===== src/hw/rtl/spm_pkg.sv =====
`timescale 1ns / 1ps

package spm_pkg;

    localparam int MAX_PATTERN_DEF = 16;
    localparam int MAX_TEXT_DEF    = 1048576;

    localparam int CHAR_W   = 8;
    localparam int LEN_W    = 5;
    localparam int WORD_W   = 64;
    localparam int POS_W    = 20;
    localparam int CFG_IDX_W = 2;

    // largest pattern the two config words can hold
    localparam int PATTERN_SLOTS = 16;

    localparam int QUEUE_DEPTH = 4;

    localparam logic [CFG_IDX_W-1:0] REG_PATTERN_LENGTH = 2'd0;
    localparam logic [CFG_IDX_W-1:0] REG_CHARS_LOW      = 2'd1;
    localparam logic [CFG_IDX_W-1:0] REG_CHARS_HIGH     = 2'd2;

    localparam logic [LEN_W-1:0] PATTERN_LENGTH_RESET = 5'd1;

    typedef struct packed {
        logic [POS_W-1:0] start;
    } match_rec_t;

    // byte i of the pattern, low word holds bytes 0..7
    function automatic logic [CHAR_W-1:0] pattern_byte(
        input logic [WORD_W-1:0] lo,
        input logic [WORD_W-1:0] hi,
        input logic [3:0]        idx
    );
        logic [WORD_W-1:0] word;
        word = idx[3] ? hi : lo;
        return word[{idx[2:0], 3'b000} +: CHAR_W];
    endfunction

endpackage


===== src/hw/rtl/spm_if.sv =====
`timescale 1ns / 1ps

interface spm_text_if;
    logic                           valid;
    logic                           ready;
    logic [spm_pkg::CHAR_W-1:0]     text_char;
    logic                           last_of_text;

    modport source (output valid, output text_char, output last_of_text, input ready);
    modport sink   (input valid, input text_char, input last_of_text, output ready);
endinterface

interface spm_match_if;
    logic                           valid;
    logic                           ready;
    logic [spm_pkg::POS_W-1:0]      match_start;

    modport source (output valid, output match_start, input ready);
    modport sink   (input valid, input match_start, output ready);
endinterface

interface spm_cfg_if;
    logic                           valid;
    logic                           ready;
    logic [spm_pkg::CFG_IDX_W-1:0]  index;
    logic [spm_pkg::WORD_W-1:0]     data;

    modport source (output valid, output index, output data, input ready);
    modport sink   (input valid, input index, input data, output ready);
endinterface


===== src/hw/rtl/spm_front.sv =====
`timescale 1ns / 1ps

module spm_front #(
    parameter int MAX_PATTERN = spm_pkg::MAX_PATTERN_DEF,
    parameter int MAX_TEXT    = spm_pkg::MAX_TEXT_DEF
) (
    input  logic                clk,
    input  logic                rst_n,
    spm_text_if.sink            text,
    spm_cfg_if.sink             cfg,
    input  logic                queue_ready,
    output logic                push,
    output spm_pkg::match_rec_t push_rec
);

    localparam int SEEN_W = $clog2(MAX_PATTERN + 1);
    localparam longint CAP_RAW = longint'(MAX_TEXT) - 1;
    localparam logic [spm_pkg::POS_W-1:0] POS_CAP =
        (CAP_RAW > longint'((1 << spm_pkg::POS_W) - 1)) ?
        {spm_pkg::POS_W{1'b1}} : spm_pkg::POS_W'(CAP_RAW);
    localparam logic [spm_pkg::LEN_W-1:0] DEPTH_LEN = spm_pkg::LEN_W'(MAX_PATTERN);

    logic [spm_pkg::LEN_W-1:0]   pattern_length_reg;
    logic [spm_pkg::WORD_W-1:0]  chars_low_reg;
    logic [spm_pkg::WORD_W-1:0]  chars_high_reg;

    logic [spm_pkg::CHAR_W-1:0]  window_reg  [MAX_PATTERN];
    logic [spm_pkg::CHAR_W-1:0]  window_next [MAX_PATTERN];
    logic [SEEN_W-1:0]           seen_reg;
    logic [SEEN_W-1:0]           seen_next;
    logic [spm_pkg::POS_W-1:0]   pos_reg;
    logic [spm_pkg::POS_W-1:0]   pos_next;

    logic                        accept;
    logic [spm_pkg::LEN_W-1:0]   len_eff;
    logic [spm_pkg::POS_W-1:0]   len_m1;
    logic [MAX_PATTERN-1:0]      byte_ok;
    logic                        hit;

    assign cfg.ready  = 1'b1;
    assign text.ready = queue_ready;
    assign accept     = text.valid && queue_ready;

    always_ff @(posedge clk or negedge rst_n)
    begin
        if (!rst_n)
        begin
            pattern_length_reg <= spm_pkg::PATTERN_LENGTH_RESET;
            chars_low_reg      <= '0;
            chars_high_reg     <= '0;
        end
        else if (cfg.valid)
        begin
            unique case (cfg.index)
                spm_pkg::REG_PATTERN_LENGTH:
                    pattern_length_reg <= cfg.data[spm_pkg::LEN_W-1:0];
                spm_pkg::REG_CHARS_LOW:  chars_low_reg  <= cfg.data;
                spm_pkg::REG_CHARS_HIGH: chars_high_reg <= cfg.data;
                default: ;
            endcase
        end
    end

    assign len_eff = (pattern_length_reg > DEPTH_LEN) ? DEPTH_LEN : pattern_length_reg;
    assign len_m1  = spm_pkg::POS_W'(len_eff) - spm_pkg::POS_W'(1);

    // newest byte sits in slot 0
    assign window_next[0] = text.text_char;
    for (genvar k = 1; k < MAX_PATTERN; k++)
    begin : g_shift
        assign window_next[k] = window_reg[k-1];
    end

    // slot k holds pattern byte len-1-k; slots past the length always agree
    for (genvar k = 0; k < MAX_PATTERN; k++)
    begin : g_cmp
        logic [spm_pkg::LEN_W-1:0] pidx;
        assign pidx = len_eff - spm_pkg::LEN_W'(1) - spm_pkg::LEN_W'(k);
        assign byte_ok[k] = (spm_pkg::LEN_W'(k) >= len_eff) ||
            (window_next[k] ==
             spm_pkg::pattern_byte(chars_low_reg, chars_high_reg, pidx[3:0]));
    end

    assign seen_next = (seen_reg < SEEN_W'(MAX_PATTERN)) ? seen_reg + SEEN_W'(1) : seen_reg;
    assign pos_next  = (pos_reg < POS_CAP) ? pos_reg + spm_pkg::POS_W'(1) : pos_reg;

    assign hit = (len_eff != '0) && (spm_pkg::LEN_W'(seen_next) >= len_eff) && (&byte_ok);

    assign push           = accept && hit;
    assign push_rec.start = (pos_reg >= len_m1) ? pos_reg - len_m1 : '0;

    always_ff @(posedge clk or negedge rst_n)
    begin
        if (!rst_n)
        begin
            for (int i = 0; i < MAX_PATTERN; i++)
            begin
                window_reg[i] <= '0;
            end
            seen_reg <= '0;
            pos_reg  <= '0;
        end
        else if (accept)
        begin
            if (text.last_of_text)
            begin
                for (int i = 0; i < MAX_PATTERN; i++)
                begin
                    window_reg[i] <= '0;
                end
                seen_reg <= '0;
                pos_reg  <= '0;
            end
            else
            begin
                for (int i = 0; i < MAX_PATTERN; i++)
                begin
                    window_reg[i] <= window_next[i];
                end
                seen_reg <= seen_next;
                pos_reg  <= pos_next;
            end
        end
    end

endmodule


===== src/hw/rtl/spm_queue.sv =====
`timescale 1ns / 1ps

module spm_queue (
    input  logic                clk,
    input  logic                rst_n,
    input  logic                push,
    input  spm_pkg::match_rec_t push_rec,
    output logic                not_full,
    input  logic                pop,
    output logic                not_empty,
    output spm_pkg::match_rec_t head_rec
);

    localparam int DEPTH = spm_pkg::QUEUE_DEPTH;
    localparam int PTR_W = $clog2(DEPTH);
    localparam int CNT_W = $clog2(DEPTH + 1);

    spm_pkg::match_rec_t entries [DEPTH];
    logic [PTR_W-1:0]    wr_ptr_reg;
    logic [PTR_W-1:0]    rd_ptr_reg;
    logic [CNT_W-1:0]    count_reg;
    logic [CNT_W-1:0]    count_next;

    assign not_full  = (count_reg != CNT_W'(DEPTH));
    assign not_empty = (count_reg != '0);
    assign head_rec  = entries[rd_ptr_reg];

    always_comb
    begin
        count_next = count_reg;
        if (push && !pop)
        begin
            count_next = count_reg + CNT_W'(1);
        end
        else if (pop && !push)
        begin
            count_next = count_reg - CNT_W'(1);
        end
    end

    always_ff @(posedge clk)
    begin
        if (push)
        begin
            entries[wr_ptr_reg] <= push_rec;
        end
    end

    always_ff @(posedge clk or negedge rst_n)
    begin
        if (!rst_n)
        begin
            wr_ptr_reg <= '0;
            rd_ptr_reg <= '0;
            count_reg  <= '0;
        end
        else
        begin
            if (push)
            begin
                wr_ptr_reg <= wr_ptr_reg + PTR_W'(1);
            end
            if (pop)
            begin
                rd_ptr_reg <= rd_ptr_reg + PTR_W'(1);
            end
            count_reg <= count_next;
        end
    end

    a_count_bound: assert property (@(posedge clk) disable iff (!rst_n)
        count_reg <= CNT_W'(DEPTH))
        else $error("queue count beyond depth");

    a_no_pop_empty: assert property (@(posedge clk) disable iff (!rst_n)
        pop |-> not_empty)
        else $error("pop from empty queue");

    a_no_push_full: assert property (@(posedge clk) disable iff (!rst_n)
        push |-> not_full)
        else $error("push into full queue");

    a_ptr_track: assert property (@(posedge clk) disable iff (!rst_n)
        push && !pop |=> count_reg == $past(count_reg) + CNT_W'(1))
        else $error("queue count did not follow push");

endmodule


===== src/hw/rtl/spm_back.sv =====
`timescale 1ns / 1ps

module spm_back (
    input  logic                clk,
    input  logic                rst_n,
    input  logic                not_empty,
    input  spm_pkg::match_rec_t head_rec,
    output logic                pop,
    spm_match_if.source         match
);

    logic                       valid_reg;
    logic [spm_pkg::POS_W-1:0]  start_reg;
    logic                       load;

    // refill whenever the output beat is empty or leaving this cycle
    assign load = !valid_reg || match.ready;
    assign pop  = load && not_empty;

    assign match.valid       = valid_reg;
    assign match.match_start = start_reg;

    always_ff @(posedge clk or negedge rst_n)
    begin
        if (!rst_n)
        begin
            valid_reg <= 1'b0;
        end
        else if (load)
        begin
            valid_reg <= not_empty;
        end
    end

    always_ff @(posedge clk)
    begin
        if (pop)
        begin
            start_reg <= head_rec.start;
        end
    end

endmodule


===== src/hw/rtl/streaming_pattern_matcher.sv =====
`timescale 1ns / 1ps
// a byte's match is written into the match queue as the byte is accepted, then moves to the output register
// throughput: one text byte per cycle while the match queue is not full, set by the combinational window compare
// the front stalls only when the four-entry match queue is full under output backpressure
// reset (rst_n, async, active low): pattern length 1, pattern bytes zero,
// window, byte count, text position and match queue cleared

module streaming_pattern_matcher #(
    parameter int MAX_PATTERN = spm_pkg::MAX_PATTERN_DEF,
    parameter int MAX_TEXT    = spm_pkg::MAX_TEXT_DEF
) (
    input  logic         clk,
    input  logic         rst_n,
    spm_text_if.sink     text,
    spm_cfg_if.sink      cfg,
    spm_match_if.source  match
);

    logic                queue_ready;
    logic                push;
    spm_pkg::match_rec_t push_rec;
    logic                pop;
    logic                not_empty;
    spm_pkg::match_rec_t head_rec;

    spm_front #(
        .MAX_PATTERN (MAX_PATTERN),
        .MAX_TEXT    (MAX_TEXT)
    ) u_front (
        .clk         (clk),
        .rst_n       (rst_n),
        .text        (text),
        .cfg         (cfg),
        .queue_ready (queue_ready),
        .push        (push),
        .push_rec    (push_rec)
    );

    spm_queue u_queue (
        .clk       (clk),
        .rst_n     (rst_n),
        .push      (push),
        .push_rec  (push_rec),
        .not_full  (queue_ready),
        .pop       (pop),
        .not_empty (not_empty),
        .head_rec  (head_rec)
    );

    spm_back u_back (
        .clk       (clk),
        .rst_n     (rst_n),
        .not_empty (not_empty),
        .head_rec  (head_rec),
        .pop       (pop),
        .match     (match)
    );

endmodule

===== src/flat_wrapper.sv =====
// flat-port wrapper written by rule: the top's interface ports become plain ports
module streaming_pattern_matcher_flat 
#(
    parameter int MAX_PATTERN = spm_pkg::MAX_PATTERN_DEF,
    parameter int MAX_TEXT    = spm_pkg::MAX_TEXT_DEF
)
  (clk, rst_n, text_valid, text_text_char, text_last_of_text, text_ready, cfg_valid, cfg_index, cfg_data, cfg_ready, match_valid, match_match_start, match_ready);
  spm_text_if text_i ();
  spm_cfg_if cfg_i ();
  spm_match_if match_i ();
  input  logic clk;
  input  logic rst_n;
  input wire logic [$bits(text_i.valid)-1:0] text_valid;
  input wire logic [$bits(text_i.text_char)-1:0] text_text_char;
  input wire logic [$bits(text_i.last_of_text)-1:0] text_last_of_text;
  output wire logic [$bits(text_i.ready)-1:0] text_ready;
  input wire logic [$bits(cfg_i.valid)-1:0] cfg_valid;
  input wire logic [$bits(cfg_i.index)-1:0] cfg_index;
  input wire logic [$bits(cfg_i.data)-1:0] cfg_data;
  output wire logic [$bits(cfg_i.ready)-1:0] cfg_ready;
  output wire logic [$bits(match_i.valid)-1:0] match_valid;
  output wire logic [$bits(match_i.match_start)-1:0] match_match_start;
  input wire logic [$bits(match_i.ready)-1:0] match_ready;
  assign text_i.valid = text_valid;
  assign text_i.text_char = text_text_char;
  assign text_i.last_of_text = text_last_of_text;
  assign text_ready = text_i.ready;
  assign cfg_i.valid = cfg_valid;
  assign cfg_i.index = cfg_index;
  assign cfg_i.data = cfg_data;
  assign cfg_ready = cfg_i.ready;
  assign match_valid = match_i.valid;
  assign match_match_start = match_i.match_start;
  assign match_i.ready = match_ready;
  streaming_pattern_matcher #(.MAX_PATTERN(MAX_PATTERN), .MAX_TEXT(MAX_TEXT)) u_core (.clk(clk), .rst_n(rst_n), .text(text_i), .cfg(cfg_i), .match(match_i));
endmodule

===== config.mk =====
export PLATFORM = sky130hd
export DESIGN_NAME = streaming_pattern_matcher_flat
export DESIGN_NICKNAME = d
export VERILOG_FILES = /design/src/hw/rtl/spm_pkg.sv /design/src/hw/rtl/spm_if.sv /design/src/hw/rtl/spm_front.sv /design/src/hw/rtl/spm_queue.sv /design/src/hw/rtl/spm_back.sv /design/src/hw/rtl/streaming_pattern_matcher.sv /design/src/flat_wrapper.sv
export SDC_FILE = /design/constraint.sdc
export NUM_CORES = 2
export LEC_CHECK = 0
export ABC_AREA = 0
export BUFFER_PORTS_ARGS = -buffer_cell sky130_fd_sc_hd__buf_2
export CELL_PAD_IN_SITES_DETAIL_PLACEMENT = 2
export CELL_PAD_IN_SITES_GLOBAL_PLACEMENT = 2
export CORE_ASPECT_RATIO = 1.2
export CORE_MARGIN = 10
export CORE_UTILIZATION = 41
export DETAILED_ROUTE_END_ITERATION = 10
export GPL_ROUTABILITY_DRIVEN = 0
export PLACE_DENSITY_LB_ADDON = 0.1
export SYNTH_ARGS = -nofsm -noshare
export SYNTH_HDL_FRONTEND = slang
export SYNTH_SLANG_ARGS = --single-unit

===== constraint.sdc =====
create_clock -name clk -period 9.1 [get_ports clk]
set_input_delay 1.82 -clock clk [delete_from_list [all_inputs] [get_ports clk]]
set_output_delay 1.82 -clock clk [all_outputs]
set_load 0.03 [all_outputs]

Yosys cells after proc, flatten, opt, wreduce, memory -nomap -nowiden
Memories as Yosys holds them, arrays and structs flattened. A register that Yosys moved wholly into a read port is not among the register bits.
Index checks and enable logic that the tools add are counted.

word-level totals
  bits in registers = 286
  latch bits = 0
  RAM bits = 80
  memory bits (read-only) = 0
  bits of input ports = 80
  output and inout port bits = 23
  logic and storage cells = 169
  memories = 1

cells by class
  add/subtract/negate cells = 24
  multiply operators = 0
  div/mod/pow operators = 0
  magnitude comparators = 21
  equal/unequal tests = 19
  shift-type cells = 16
  multiplexer cells = 27
  bitwise logic cells = 0
  reductions and logical operators = 37

memory list
  memory                  depth  width  read ports  clocked after Yosys merged registers in  wr ports  RTL line         text
  u_core.u_queue.entries  4      20     1           1                                        1         spm_queue.sv:18  spm_pkg::match_rec_t entries [DEPTH];

operator list
  cell                                                count
  2-to-1 mux 64 bit                                   16
  indexed part select 64 x 7 -> 8 bit                 16
  equality test 8 bit                                 16
  2-to-1 mux 128 bit                                  1
  2-to-1 mux 20 bit                                   3
  >= comparator 4 x 5 -> 1 bit, first input constant  8
  subtractor 4 bit, second input constant             8
  adder 20 x 1 -> 20 bit, second input constant       1
  >= comparator 20 bit                                1
  >= comparator 3 x 5 -> 1 bit, first input constant  4
  less-than comparator 20 bit, second input constant  1
  subtractor 20 bit                                   1
  logical OR 1 bit                                    17
  AND reduction 16 bit                                1
  subtractor 4 x 3 -> 4 bit, second input constant    4
  2-to-1 mux 5 bit                                    3
  >= comparator 1 x 5 -> 1 bit, first input constant  2
  >= comparator 2 x 5 -> 1 bit, first input constant  2
  AND reduction 2 bit                                 4
  subtractor 4 x 1 -> 4 bit, second input constant    2
  subtractor 4 x 2 -> 4 bit, second input constant    2
  logical AND 1 bit                                   7
  2-to-1 mux 3 bit                                    2
  subtractor 5 x 1 -> 6 bit, second input constant    1
  16 further kinds                                    21

Logic depth before layout (Yosys ltp)
  depth in word-level cells = 15
  gate-level depth with buffers = 37
  depth with buffers taken out = 24

Hierarchy
A second synthesis with hierarchy kept.

second synthesis, totals
  cells, all modules = 4318
  area total of the unflattened synthesis = 37641.1 um^2

by module, submodules not included
  module     instances  cells an instance  area each (um^2)  seq. area each (um^2)
  spm_front  1          4155               33712.3           6957.9
  spm_queue  1          139                3284.4            2577.5
  spm_back   1          24                 644.4             625.6

Worst setup path before layout
OpenSTA, ideal clock, no wires.

  kind = flip-flop to flip-flop
  start = reg u_core.u_front.pattern_length_reg[0] (netlist name)
  end = reg u_core.u_queue.count_reg[2]
  library setup time = 79 ps
  arrival time = 7731 ps
  data required time = 9021 ps
  setup slack = 1290 ps
  cell stages (with the launch flop) = 34
  buffers on the path = 13
  period minus slack after synthesis = 7810 ps
  cell sequence = dfstp_2 > nor2b_1 > buf_2 > buf_2 > buf_2 > clkbuf_1 > buf_2 > buf_1 > ha_1 > clkbuf_1 > clkbuf_1 > inv_1 > clkbuf_1 > clkbuf_1 > clkbuf_1 > ha_1 > a21oi_1 > and3_1 > buf_2 > nor2_2 > buf_2 > mux4_2 > o2111ai_1 > xor2_1 > nand3_1 > nor3_1 > a31oi_1 > nor4_4 > ha_1 > inv_1 > fa_1 > xor2_1 > nor2_1 > xor2_1

between the ends
  word-level cells in the longest chain between the ends = 14
  elaborated cells between the ends (all ways) = 109
  those cells by class = add/sub: 16; order compare: 18; eq/ne: 16; shift: 16; mux: 18; reduce/logical: 25

ends and longest elaborated chain
  item                                                     RTL line                         text
  from (decl)                                              spm_front.sv:23                  logic [spm_pkg::LEN_W-1:0] pattern_length_reg;
  from (signal assigned)                                   spm_front.sv:48                  pattern_length_reg <= spm_pkg::PATTERN_LENGTH_RESET;
  from (signal assigned)                                   spm_front.sv:56                  pattern_length_reg <= cfg.data[spm_pkg::LEN_W-1:0];
  greater-than comparator 5 bit                            spm_front.sv:64                  assign len_eff = (pattern_length_reg > DEPTH_LEN) ? DEPTH_LEN : pattern_length_reg;
  2-to-1 mux 5 bit *                                       spm_front.sv:64
  subtractor 4 x 1 -> 4 bit                                spm_front.sv:78                  assign pidx = len_eff - spm_pkg::LEN_W'(1) - spm_pkg::LEN_W'(k);
  subtractor 4 x 1 -> 4 bit, or another cell as far along  spm_front.sv:78
  2-to-1 mux 64 bit                                        spm_pkg.sv:36                    word = idx[3] ? hi : lo;
  indexed part select 64 x 7 -> 8 bit                      spm_pkg.sv:37                    return word[{idx[2:0], 3'b000} +: CHAR_W];
  equality test 8 bit                                      spm_front.sv:80                  (window_next[k] ==
  logical OR 1 bit                                         spm_front.sv:79                  assign byte_ok[k] = (spm_pkg::LEN_W'(k) >= len_eff) ||
  AND reduction 16 bit                                     spm_front.sv:87                  assign hit = (len_eff != '0) && (spm_pkg::LEN_W'(seen_next) >= len_eff) && (&byte_ok);
  logical AND 1 bit *                                      spm_front.sv:87
  logical AND 1 bit *                                      spm_front.sv:89                  assign push = accept && hit;
  named net u_core.push                                    streaming_pattern_matcher.sv:20  logic push;
  logical NOT 1 bit                                        spm_queue.sv:35                  else if (pop && !push)
  logical AND 1 bit                                        spm_queue.sv:35
  nonzero test 2 bit (no line)                             n/a
  to (signal assigned)                                     spm_queue.sv:67                  count_reg <= count_next;
  to (decl)                                                spm_queue.sv:21                  logic [CNT_W-1:0] count_reg;

Mark *: on every way through the listed nets, which the timed path passes. The rest lies on a longest branch.
A chain may end at the register's enable or synchronous reset.

Final worst setup path
  start = reg u_core.u_front.pattern_length_reg[4] (netlist name)
  end = reg u_core.u_queue.count_reg[2]

Same word-level chain as after synthesis.

==> qor.yml <==
status: "finished with violations"
violations: "max-slew violations"
port_buffers: 101
worstMarginPinSlew_ns: 1.52
worstPathArrival_ns: 9.32
antenna_found_initial: 11
grt_pass1_vias: 39000
ant_nets: 0
final_area_um2: 37900
grt-ovfl-total: 0
yosys_warnings: 0
holdWs_ns: 0.517
synth_edf_count: 100
routedWlPerCell_um: 41.1
postCtsSetupBuffers: 0
clock_latency_ns: 0.67
start_kind: "flip-flop"
clockBufferDepth: 3
fin_tns_setup_ns: 0
synth.distinct_cells: 104
worstPathMaxFanout: 29
vias: 37500
yosys-top-cells-area: "dfrtp_1 (21%), mux4_2 (8.8%), edfxtp_1 (8.6%)"
cap_violations: 0
fin_ws_ns: 0.322
cts_tree: "built"
pre_cts_slack_ns: 0.691
largest_reg_flops: 120
ctsRootBufferMaster: "clkbuf_16"
dp_hpwl_mm: 142
yosysTopAreaCellShare: 0.205
row_count: 116
fp.dieH_um: 339
route.met3.wl_mm: 25.3
grt_usage: 0.410
critPathCaptureType: "flip-flop"
first_iter_violations: 5696
vdd_ir_drop_max_v: 0.000182
nets: 3967
pin_count: 103
worstSetupPathType: "reg2reg"
h-tree-depth: 2
dpl_cell_area_um2: 36400
cts.sinks: 386
clock_skew_ns: 0.0480
initial_utilization: 0.415
powerDensity_nw_per_um2: 369
finalWirelength_mm: 205
vias_per_cell: 7.52
ys_ff_latch: 386
drt-pass1-iter-count: 7
yosys.area.top_type: "dfrtp_1"
fin_crit_sh: 0.965
drv_slew: 5
wl_met1_mm: 70.7
area_growth_syn_to_layout_pct: 8.95
ys_async_sr_fraction: 0.741
yosys-top-cells-count: "nand2_1 (646), clkbuf_1 (348), dfrtp_1 (285)"
die_area_um2: 96900
drive_above_1_share: 0.196
numCtsBuffers: 44
critPathRequiredTime_ns: 9.64
synth_fp_nets: 4101
cts_hold_buf: 0
cts.reportedPaths.clkPinSlew_ns: 0.09
routed.top_layer: "met5"
rsz0062_at_grt: "no"
finalSetupViolCount: 0
fp.coreArea_um2: 83700
grt_pass1_wl_mm: 292
hold_viol: 0
synth_seq_area_share: 0.292
avgSynthCellArea_um2: 8.76
ys.flop_type: "dfrtp_1"
netlist_instances: 3973
route.met2.wl_mm: 88.4
die_w_um: 286
fin_crit_ns: 8.78
ctsResizeCount: 0
fmax_mhz: 114
hold_class: "reg2reg"
remaining_drc_errors: 0
leakagePower_nw: 14.7
synth_area_um2: 34800
grt_max_degree: 138
post-synth-top-count-cell: "nand2_1"
slew_headroom: -0.0160
where the power goes:
part	total [mW]	internal (mW)	switching (mW)
Sequential	2.64	2.00	0.637
Combinational	9.44	3.17	6.26
Clock	1.91	1.07	0.842
layer usage:
layer,track usage,vias up
met3,0.128,997
li1,-,14600
met1,0.477,19000
met4,0.328,4
met5,0,-
met2,0.618,2897
critical path: stages, from the launching register on:
cell       delay (ns)
dfrtp_2          0.61
nand2b_2         0.64
ha_1             0.61
xnor2_4          0.70
ha_2             0.32
a21oi_1          0.10
and3_1           0.53
nor2_4           0.82
buf_4            0.34
mux4_2           0.54
o2111ai_1        0.28
xor2_1           0.68
nand3_1          0.14
nor3_1           0.23
a31oi_1          0.31
nor4_4           0.34
buf_4            0.23
ha_1             0.22
inv_1            0.07
fa_1             0.39
xor2_1           0.17
nor2_1           0.15
xor2_1           0.18
layout by cell type, fill, tap and decap left out, drive strengths merged, types with 27 or more instances in the layout:
cell,count
mux2i,221
a31oi,39
nand2,646
a211oi,59
a22oi,62
dfrtp,285
a221oi,47
a32oi,27
edfxtp,100
xnor2,107
o22ai,124
mux2,195
clkbuf,59
mux4,138
nor2,189
xor2,76
nand4,42
a21oi,172
ha,46
o211ai,52
nand3,100
inv,43
o221ai,45
o21ai,256
nor3,65
buf,287
cell families after synthesis:
group / after synthesis / share of synthesized area
xor gates and xnor gates: 183 / 0.0476
other: 1 / 0.000108
and+or+nand+nor: 1213 / 0.156
adders and majority gates: 50 / 0.0183
muxes: 554 / 0.216
buffers and inverters: 510 / 0.0607
AOI/OAI and AO/OA: 1076 / 0.209
DFF: 386 / 0.292
cell type report:
cell class / count / area [um2]
inverter: 43 / 174
antenna: 1 / 2.50
clock buffer: 59 / 1230
clock inverter: 19 / 269
multi-input combinational: 3077 / 22700
tap: 1121 / 1400
fill: 9095 / 45800
sequential: 386 / 10200
timing repair buffer: 287 / 1950
worst paths after layout:
check | cells after the start | start | slack, ns | endpoint
min in group asynchronous | 1 | rst_n | 1.13 | u_core.u_queue.rd_ptr_reg[1]
hold / removal | 2 | u_core.u_front.window_next[1] | 0.52 | u_core.u_front.window_next[1]
setup reg to reg | 22 | u_core.u_front.pattern_length_reg[4] | 0.32 | u_core.u_queue.count_reg[2]
max in group asynchronous | 2 | rst_n | 6.45 | u_core.u_front.window_next[93]
setup / recovery | 22 | u_core.u_front.pattern_length_reg[4] | 0.32 | u_core.u_queue.count_reg[2]
hold reg to reg | 2 | u_core.u_front.window_next[1] | 0.52 | u_core.u_front.window_next[1]
stage by stage:
step	util	total power, mW	instances
finish	0.453	14.0	4993
global route	0.453	14.3	4992
CTS	0.452	13.5	4992
detailed placement	0.435	11.5	4914
global placement	0.435	11.2	4914
floorplan	-	8.01	3973
Power figures use the tool's default switching activity.
